--- config.mk ---
export PLATFORM = sky130hd
export DESIGN_NAME = rptw_walker
export DESIGN_NICKNAME = d
export VERILOG_FILES = /design/src/hw/rtl/rptw_pkg.sv /design/src/hw/rtl/rptw_walker.sv
export SDC_FILE = /design/constraint.sdc
export NUM_CORES = 1
export LEC_CHECK = 0
export ABC_AREA = 1
export BUFFER_PORTS_ARGS = -buffer_cell sky130_fd_sc_hd__buf_4
export CELL_PAD_IN_SITES_DETAIL_PLACEMENT = 1
export CELL_PAD_IN_SITES_GLOBAL_PLACEMENT = 2
export CORE_MARGIN = 3
export CORE_UTILIZATION = 34
export DETAILED_ROUTE_END_ITERATION = 8
export MAX_ROUTING_LAYER = met4
export PLACE_DENSITY_LB_ADDON = 0.1
export SETUP_SLACK_MARGIN = 0.1
export SLEW_MARGIN = 20
export SYNTH_ARGS = -nofsm -noshare
export SYNTH_HDL_FRONTEND = slang
export SYNTH_SLANG_ARGS = --single-unit
--- constraint.sdc ---
create_clock -name clk -period 6.5 [get_ports clk]
set_input_delay 1.3 -clock clk [delete_from_list [all_inputs] [get_ports clk]]
set_output_delay 1.3 -clock clk [all_outputs]
set_load 0.01 [all_outputs]
--- src/hw/rtl/rptw_pkg.sv ---
// Shared types, widths and codes of the radix page table walker.
package rptw_pkg;

	// Table geometry: each node holds 512 entries indexed by 9 bits of the page number.
	// The frame count must be a power of two: a frame number selects a node by its low bits.
	localparam int IDX_W       = 9;
	localparam int VPN_W       = 45;
	localparam int NUM_W       = 52;
	localparam int ENTRY_W     = NUM_W + 1;
	localparam int MAX_LEVELS  = 6;
	localparam int LEVEL_W     = 3;
	localparam int VPN_EXT_W   = MAX_LEVELS * IDX_W;
	localparam int VPN_PAD_W   = VPN_EXT_W - VPN_W;

	// Defaults for the top-level parameters
	localparam int DEF_FRAMES  = 64;
	localparam int DEF_LEVELS  = 5;
	localparam int DEF_ADDR_W  = 15;

	// Configuration port
	localparam int ROOT_W      = 6;
	localparam int FFREE_W     = 7;
	localparam int CFG_IDX_W   = 1;
	localparam int CFG_DATA_W  = 7;
	localparam logic [CFG_IDX_W-1:0] CFG_ROOT_FRAME = 1'b0;
	localparam logic [CFG_IDX_W-1:0] CFG_FIRST_FREE = 1'b1;
	localparam logic [FFREE_W-1:0]   FFREE_RST      = 7'd1;

	// Request operation and result status codes
	localparam logic FUNC_QUERY  = 1'b0;
	localparam logic FUNC_UPDATE = 1'b1;
	localparam logic STATUS_OK   = 1'b0;
	localparam logic STATUS_FULL = 1'b1;

	typedef struct packed {
		logic             func;
		logic [VPN_W-1:0] vpn;
		logic [NUM_W-1:0] ppn;
		logic             unmap;
	} req_t;

	typedef struct packed {
		logic             mapped;
		logic [NUM_W-1:0] ppn_out;
		logic             status;
	} rsp_t;

	// Configuration state handed from the register block to the walker
	typedef struct packed {
		logic [ROOT_W-1:0]  root_frame;
		logic               ffree_load;
		logic [FFREE_W-1:0] ffree_value;
	} cfg_t;

endpackage

--- src/hw/rtl/rptw_walker.sv ---
// Walk sequencer: clears the store, walks the levels, allocates nodes and registers the result.
module rptw_walker #(
	parameter int FRAMES = rptw_pkg::DEF_FRAMES,
	parameter int LEVELS = rptw_pkg::DEF_LEVELS,
	localparam int ADDR_W = $clog2(FRAMES) + rptw_pkg::IDX_W
) (
	input  logic                         clk,
	input  logic                         arst_n,
	input  rptw_pkg::cfg_t               cfg,
	input  logic                         req_valid,
	output logic                         req_stall,
	input  rptw_pkg::req_t               req,
	output logic                         rsp_valid,
	input  logic                         rsp_stall,
	output rptw_pkg::rsp_t               rsp,
	output logic                         mem_we,
	output logic [ADDR_W-1:0]            mem_waddr,
	output logic [rptw_pkg::ENTRY_W-1:0] mem_wdata,
	output logic [ADDR_W-1:0]            mem_raddr,
	input  logic [rptw_pkg::ENTRY_W-1:0] mem_rdata
);
	import rptw_pkg::*;

	localparam int FB = $clog2(FRAMES);
	localparam int CW = (FB + 1 > FFREE_W) ? FB + 1 : FFREE_W;

	localparam logic [2:0] ST_CLEAR = 3'd0;
	localparam logic [2:0] ST_IDLE  = 3'd1;
	localparam logic [2:0] ST_READ  = 3'd2;
	localparam logic [2:0] ST_EVAL  = 3'd3;
	localparam logic [2:0] ST_DONE  = 3'd4;

	logic [2:0]         state_q;
	logic [ADDR_W-1:0]  clr_addr_q;
	logic [CW-1:0]      cnt_q;
	logic               rsp_valid_q;
	req_t               req_q;
	logic [LEVEL_W-1:0] level_q;
	logic [FB-1:0]      base_q;
	rsp_t               res_q;
	rsp_t               rsp_q;

	logic [VPN_EXT_W-1:0] vpn_ext;
	logic [IDX_W-1:0]     idx;
	logic [ADDR_W-1:0]    slot_addr;
	logic                 ent_valid;
	logic [NUM_W-1:0]     ent_num;
	logic                 is_leaf;
	logic                 cnt_full;
	logic                 out_free;

	logic               ev_write;
	logic [ENTRY_W-1:0] ev_wdata;
	logic               ev_finish;
	logic               ev_alloc;
	logic [FB-1:0]      ev_next_base;
	rsp_t               ev_res;

	// Select the index of the current level and form the slot address
	assign vpn_ext   = {{VPN_PAD_W{1'b0}}, req_q.vpn};
	assign idx       = vpn_ext[level_q * IDX_W +: IDX_W];
	assign slot_addr = {base_q, idx};
	assign ent_valid = mem_rdata[0];
	assign ent_num   = mem_rdata[ENTRY_W-1:1];
	assign is_leaf   = (level_q == '0);
	assign cnt_full  = (cnt_q >= CW'(FRAMES));
	assign out_free  = !rsp_valid_q || !rsp_stall;

	// Decide what the entry just read means for this transaction
	always_comb begin
		ev_write     = 1'b0;
		ev_wdata     = mem_rdata;
		ev_finish    = 1'b0;
		ev_alloc     = 1'b0;
		ev_next_base = ent_num[FB-1:0];
		ev_res       = '{mapped: 1'b0, ppn_out: '0, status: STATUS_OK};
		if (req_q.func == FUNC_QUERY) begin
			if (!ent_valid) begin
				ev_finish = 1'b1;
			end else if (is_leaf) begin
				ev_finish      = 1'b1;
				ev_res.mapped  = 1'b1;
				ev_res.ppn_out = ent_num;
			end
		end else begin
			ev_res.mapped = !req_q.unmap;
			if (is_leaf) begin
				ev_finish = 1'b1;
				ev_write  = 1'b1;
				ev_wdata  = req_q.unmap ? {ent_num, 1'b0} : {req_q.ppn, 1'b1};
			end else if (!ent_valid) begin
				if (req_q.unmap) begin
					ev_finish = 1'b1;
				end else if (cnt_full) begin
					ev_finish     = 1'b1;
					ev_res.status = STATUS_FULL;
				end else begin
					// Hand out the next frame and link it into this slot
					ev_alloc     = 1'b1;
					ev_write     = 1'b1;
					ev_wdata     = ENTRY_W'({cnt_q, 1'b1});
					ev_next_base = cnt_q[FB-1:0];
				end
			end
		end
	end

	// Drive the store: sweep with zeros after reset, else write back the evaluated slot
	always_comb begin
		mem_raddr = slot_addr;
		if (state_q == ST_CLEAR) begin
			mem_we    = 1'b1;
			mem_waddr = clr_addr_q;
			mem_wdata = '0;
		end else begin
			mem_we    = (state_q == ST_EVAL) && ev_write;
			mem_waddr = slot_addr;
			mem_wdata = ev_wdata;
		end
	end

	assign req_stall = (state_q != ST_IDLE);
	assign rsp_valid = rsp_valid_q;
	assign rsp       = rsp_q;

	// Advance the sequencer
	always_ff @(posedge clk or negedge arst_n) begin
		if (!arst_n) begin
			state_q    <= ST_CLEAR;
			clr_addr_q <= '0;
		end else begin
			unique case (state_q)
				ST_CLEAR: begin
					clr_addr_q <= clr_addr_q + ADDR_W'(1);
					if (clr_addr_q == '1) begin
						state_q <= ST_IDLE;
					end
				end
				ST_IDLE: begin
					if (req_valid) begin
						state_q <= ST_READ;
					end
				end
				ST_READ: begin
					state_q <= ST_EVAL;
				end
				ST_EVAL: begin
					if (ev_finish) begin
						state_q <= ST_DONE;
					end else begin
						state_q <= ST_READ;
					end
				end
				ST_DONE: begin
					if (out_free) begin
						state_q <= ST_IDLE;
					end
				end
				default: begin
					state_q <= ST_IDLE;
				end
			endcase
		end
	end

	// Step the allocator; a write of its start register reloads it
	always_ff @(posedge clk or negedge arst_n) begin
		if (!arst_n) begin
			cnt_q <= CW'(FFREE_RST);
		end else if (cfg.ffree_load) begin
			cnt_q <= CW'(cfg.ffree_value);
		end else if (state_q == ST_EVAL && ev_alloc) begin
			cnt_q <= cnt_q + CW'(1);
		end
	end

	// Raise the output valid when a finished walk hands over, drop it once taken
	always_ff @(posedge clk or negedge arst_n) begin
		if (!arst_n) begin
			rsp_valid_q <= 1'b0;
		end else if (state_q == ST_DONE && out_free) begin
			rsp_valid_q <= 1'b1;
		end else if (!rsp_stall) begin
			rsp_valid_q <= 1'b0;
		end
	end

	// Hold the request, the walk position and the result
	always_ff @(posedge clk) begin
		if (state_q == ST_IDLE && req_valid) begin
			req_q   <= req;
			level_q <= LEVEL_W'(LEVELS - 1);
			base_q  <= FB'(cfg.root_frame);
		end
		if (state_q == ST_EVAL) begin
			if (ev_finish) begin
				res_q <= ev_res;
			end else begin
				level_q <= level_q - LEVEL_W'(1);
				base_q  <= ev_next_base;
			end
		end
		if (state_q == ST_DONE && out_free) begin
			rsp_q <= res_q;
		end
	end

	// The store is written only by the clearing sweep or by an evaluated update
	a_write_source: assert property (@(posedge clk) disable iff (!arst_n)
		mem_we |-> (state_q == ST_CLEAR || state_q == ST_EVAL))
		else $error("store written outside clear or evaluate");

	// A query never modifies the table
	a_query_no_write: assert property (@(posedge clk) disable iff (!arst_n)
		(state_q == ST_EVAL && req_q.func == FUNC_QUERY) |-> !mem_we)
		else $error("query wrote the store");

	// The allocator only moves forward unless reloaded
	a_cnt_monotonic: assert property (@(posedge clk) disable iff (!arst_n)
		!cfg.ffree_load |=> (cnt_q >= $past(cnt_q)))
		else $error("frame allocator went backwards");

	// A result appears only after a finished walk
	a_rsp_from_done: assert property (@(posedge clk) disable iff (!arst_n)
		$rose(rsp_valid_q) |-> ($past(state_q) == ST_DONE))
		else $error("result raised without a finished walk");

endmodule
==> flow_results.org <==
** Run status
- The run finished with clean final reports.

** Synthesis
- The mapped netlist covers 10,600 µm².
- The number of different library cells used by synthesis comes to 30.
- Post-synthesis cell count :: 1,035
- Number of synthesized flops with an enable pin :: 207
- Ys async rst share :: 0.107
- For this run, the number of Yosys warnings is 0.
- Share of synthesized area occupied by flip-flops and latches :: 0.662
- A synthesized cell averages 10.3 µm².
- Register bit total from synthesis :: 242
- When the netlist entered floorplanning its net count stood at 1,210.
- Commonest register cell after synthesis :: edfxtp_1

** Pwr
- Combinational cell fraction of total power :: 0.045
- Of the total power, the clock network draws 0.441.
- Sequential power share :: 0.514
- Dividing total power by cell area gives a power density of 233 nW/µm².
- The design draws 0.00329 W.
- Switching power of the nets :: 0.000694 W
- P_int :: 0.00260 W
- LEAKAGE :: 5.95 nW
- Fraction of power spent switching nets :: 0.211
- Worst supply voltage drop on vdd :: 0.172 mV

** Place
- The wire-length estimate of the detail-placed layout is 24.9 mm.
- The placed instances occupy a cell area of 13,300 µm².
- At the end of routability-driven placement, the weighted congestion stood at 0.790.
- Count of buffers inserted at the top-level ports :: 309

** Clock network
- Latest clock arrival within the worst-skew pair :: 0.54 ns
- In this run the deepest clock path goes through 3 buffers.
- TritonCTS built the clock tree.
- Post-CTS setup buffer count :: 0
- The cell sitting at the root of the clock tree is a clkbuf_16.
- Post-CTS resize count :: 0
- In this run, CTS created clock tree buffers numbering 28.
- After clock tree synthesis, the flow added hold-fix buffers numbering 0.
- Number of clock sinks :: 242
- CTS built an H-tree with a depth of 1.
- Reg clk slew, reported paths :: 0.06 ns

** Drt
- Total routed wirelength :: 34.5 mm
- Final antenna-violating net count :: 0
- Via-to-Cell Ratio :: 4.82
- Wire length on met2 :: 16.1 mm
- Routed length on met3 :: 2.65 mm
- For this block, the initial DRC count from the detailed router was 448.
- In this run the top signal layer used is met4.
- DRC errors left :: 0
- Routed wire per std cell :: 19.7 µm
- Before antenna repair, the detailed router went through 6 iterations.
- M1 wire length :: 14.9 mm
- Vias after detailed routing :: 8,427

** STA
- Measured against its own limit, the worst slew margin works out to 0.351.
- Final worst hold slack :: 0.414 ns
- Timing-limited maximum frequency :: 191 MHz
- The final count of pins violating max slew is 0.
- Slew @ Worst Pin :: 0.973 ns
- Final cycle utilization of the critical path :: 0.804
- Total Neg Setup Slack :: 0 ns
- Worst Skew :: 0.00758 ns
- Setup repair after global routing left no endpoint under its margin.
- The final number of hold-violating endpoints was 0.
- The clock period could shrink to 5.23 ns.
- Setup violations remaining at the end of the flow were counted as 0.

** Layout
- The repair_antennas step left the layout with diodes totalling 0.
- Post-route cell area :: 14,100 µm²
- Synth-to-layout area growth :: 32.7%
- At the end of the flow, the number of nets in the layout was 1,507.
- In the final layout, the share of cells above drive strength 1 is 0.277.
- Core utilization of the finished layout :: 0.459

** Floorplanning
- Die Outline Area :: 33,500 µm²
- Placeable Area :: 30,700 µm²
- During I/O placement, the number of pins put on the boundary was 310.
- Measured along the y axis, the die boundary spans 183 µm.
- Initial cell density of the core :: 0.346
- Die Wd :: 183 µm
- FP Rows :: 64

** GRT
- Entering global routing, the biggest net connects 64 pins.
- First-pass GRT wire length :: 53.0 mm
- In the global route stage, overall resource usage came out at 0.210.
- Total grt overflow :: 0
- The via count of the first global-routing pass was 9,110.
- The initial antenna violation count came to 0.

** Worst setup path
- Critical path start-end classification :: flop to output pin
- Data on the critical path arrives at its endpoint at 3.93 ns.
- Of all nets on the critical path, the largest fanout is 47.
- Startpoint type of the worst setup path :: flop
- Data required time of the worst path :: 5.20 ns
- Critical path capture point type :: output pin

** Flow run
- Maximum capacitance violations :: 0

** Hold path
- Type of the worst min-delay path :: flop to flop
## path summary, 6_finish.rpt
| kind | cells past startpoint | to | from | slack [ns] |
|---|---|---|---|---|
| setup / recovery | 8 | mem_wdata[36] | level_q[0] | 1.27 |
| min in group asynchronous | 1 | clr_addr_q[11] | arst_n | 0.68 |
| hold reg to reg | 0 | rsp[27] | res_q[27] | 0.41 |
| hold / removal | 0 | rsp[27] | res_q[27] | 0.41 |
| max in group asynchronous | 1 | cnt_q[0] | arst_n | 5.47 |
| setup reg to reg | 8 | res_q[13] | level_q[0] | 2.70 |
## sequential cells by signal, summed over array words and instances (netlist names)
signal / flops
req_q: 99
res_q: 54
rsp: 54
clr_addr_q: 15
cnt_q: 7
base_q: 6
level_q: 3
state_q: 3
rsp_valid: 1
## cell type report
cell class	instances	area, µm²
Timing Repair Buffer	318	2390
Sequential cell	242	7050
Clock buffer	37	734
Multi-Input combinational cell	646	2990
Tap cell	396	495
Fill cell	3516	16600
Inverter	96	363
Clock inverter	12	101
## critical path, stage by stage (launching register included)
cell and delay [ns]:
dfxtp_1 0.78, inv_1 0.54, ha_1 0.37, nand2_2 0.36
nand2_1 0.13, nand2_2 0.67, nand2_1 0.11, a21oi_1 0.21
buf_4 0.15
## power by group through the flow
stage                     sequential (W)  combinational, W  clock [W]
after floorplan                  0.00172         0.0000454          0
after global placement           0.00172          0.000147          0
after detailed placement         0.00172          0.000150          0
after CTS                        0.00169          0.000151    0.00149
after global routing             0.00169          0.000166    0.00156
final                            0.00169          0.000148    0.00145
## cell families (layout without fill, tap and decap cells)
kind of cell | count (synthesis) | in the layout | share of synthesized area
flops | 242 | 242 | 0.662
compound gates | 151 | 151 | 0.0753
xor+xnor | 12 | 12 | 0.00988
buf+inv | 147 | 463 | 0.0588
simple gates | 478 | 478 | 0.188
fa+ha+maj | 5 | 5 | 0.00588
## routing by layer
| layer | track usage | vias to the layer above |
|---|---|---|
| li1 | - | 4095 |
| met1 | 0.266 | 4021 |
| met2 | 0.340 | 265 |
| met3 | 0.0571 | 46 |
| met4 | 0.0439 | 0 |
| met5 | - | - |
## synthesized netlist by cell type (9+ instances only)
cell type  count  share of area
a21oi_1      101          0.048
buf_2         23          0.011
clkbuf_1      19         0.0067
dfrtp_1       25          0.059
dfxtp_1        9          0.017
edfxtp_1     207           0.58
inv_1         90          0.032
nand2_1      245          0.086
nand3_1       74          0.035
nand4_1       10         0.0059
nor2_1       112          0.040
nor3_1        25          0.012
o211ai_1      18          0.013
o21ai_0       30          0.014
## through the flow
step	std cells	setup WS, ns
2_1_floorplan	1035	2.35
3_3_place_gp	1698	1.80
3_5_place_dp	1698	1.70
4_1_cts	1747	1.08
5_1_grt	1747	0.782
6_report	1747	1.27
## cell usage in the layout, fill, tap and decap left out, types with 2 or more instances in the layout
cell       count
buf_4        318
nor2_1       111
o21ai_1        2
inv_2          6
dfxtp_1        9
o21ai_0       30
clkinv_1       8
nand3_1       73
xnor2_1        4
dfrtp_1       25
inv_1         88
nand2_1      243
edfxtp_1     207
a21oi_1      101
or2_2          2
xor2_1         8
clkbuf_16     28
clkinv_2       3
nor3_1        25
nand2_2        4
ha_1           5
o211ai_1      18
clkbuf_1       9
nand4_1       10
nor2_4         6
No activity file was read; power rests on OpenSTA's default activity.
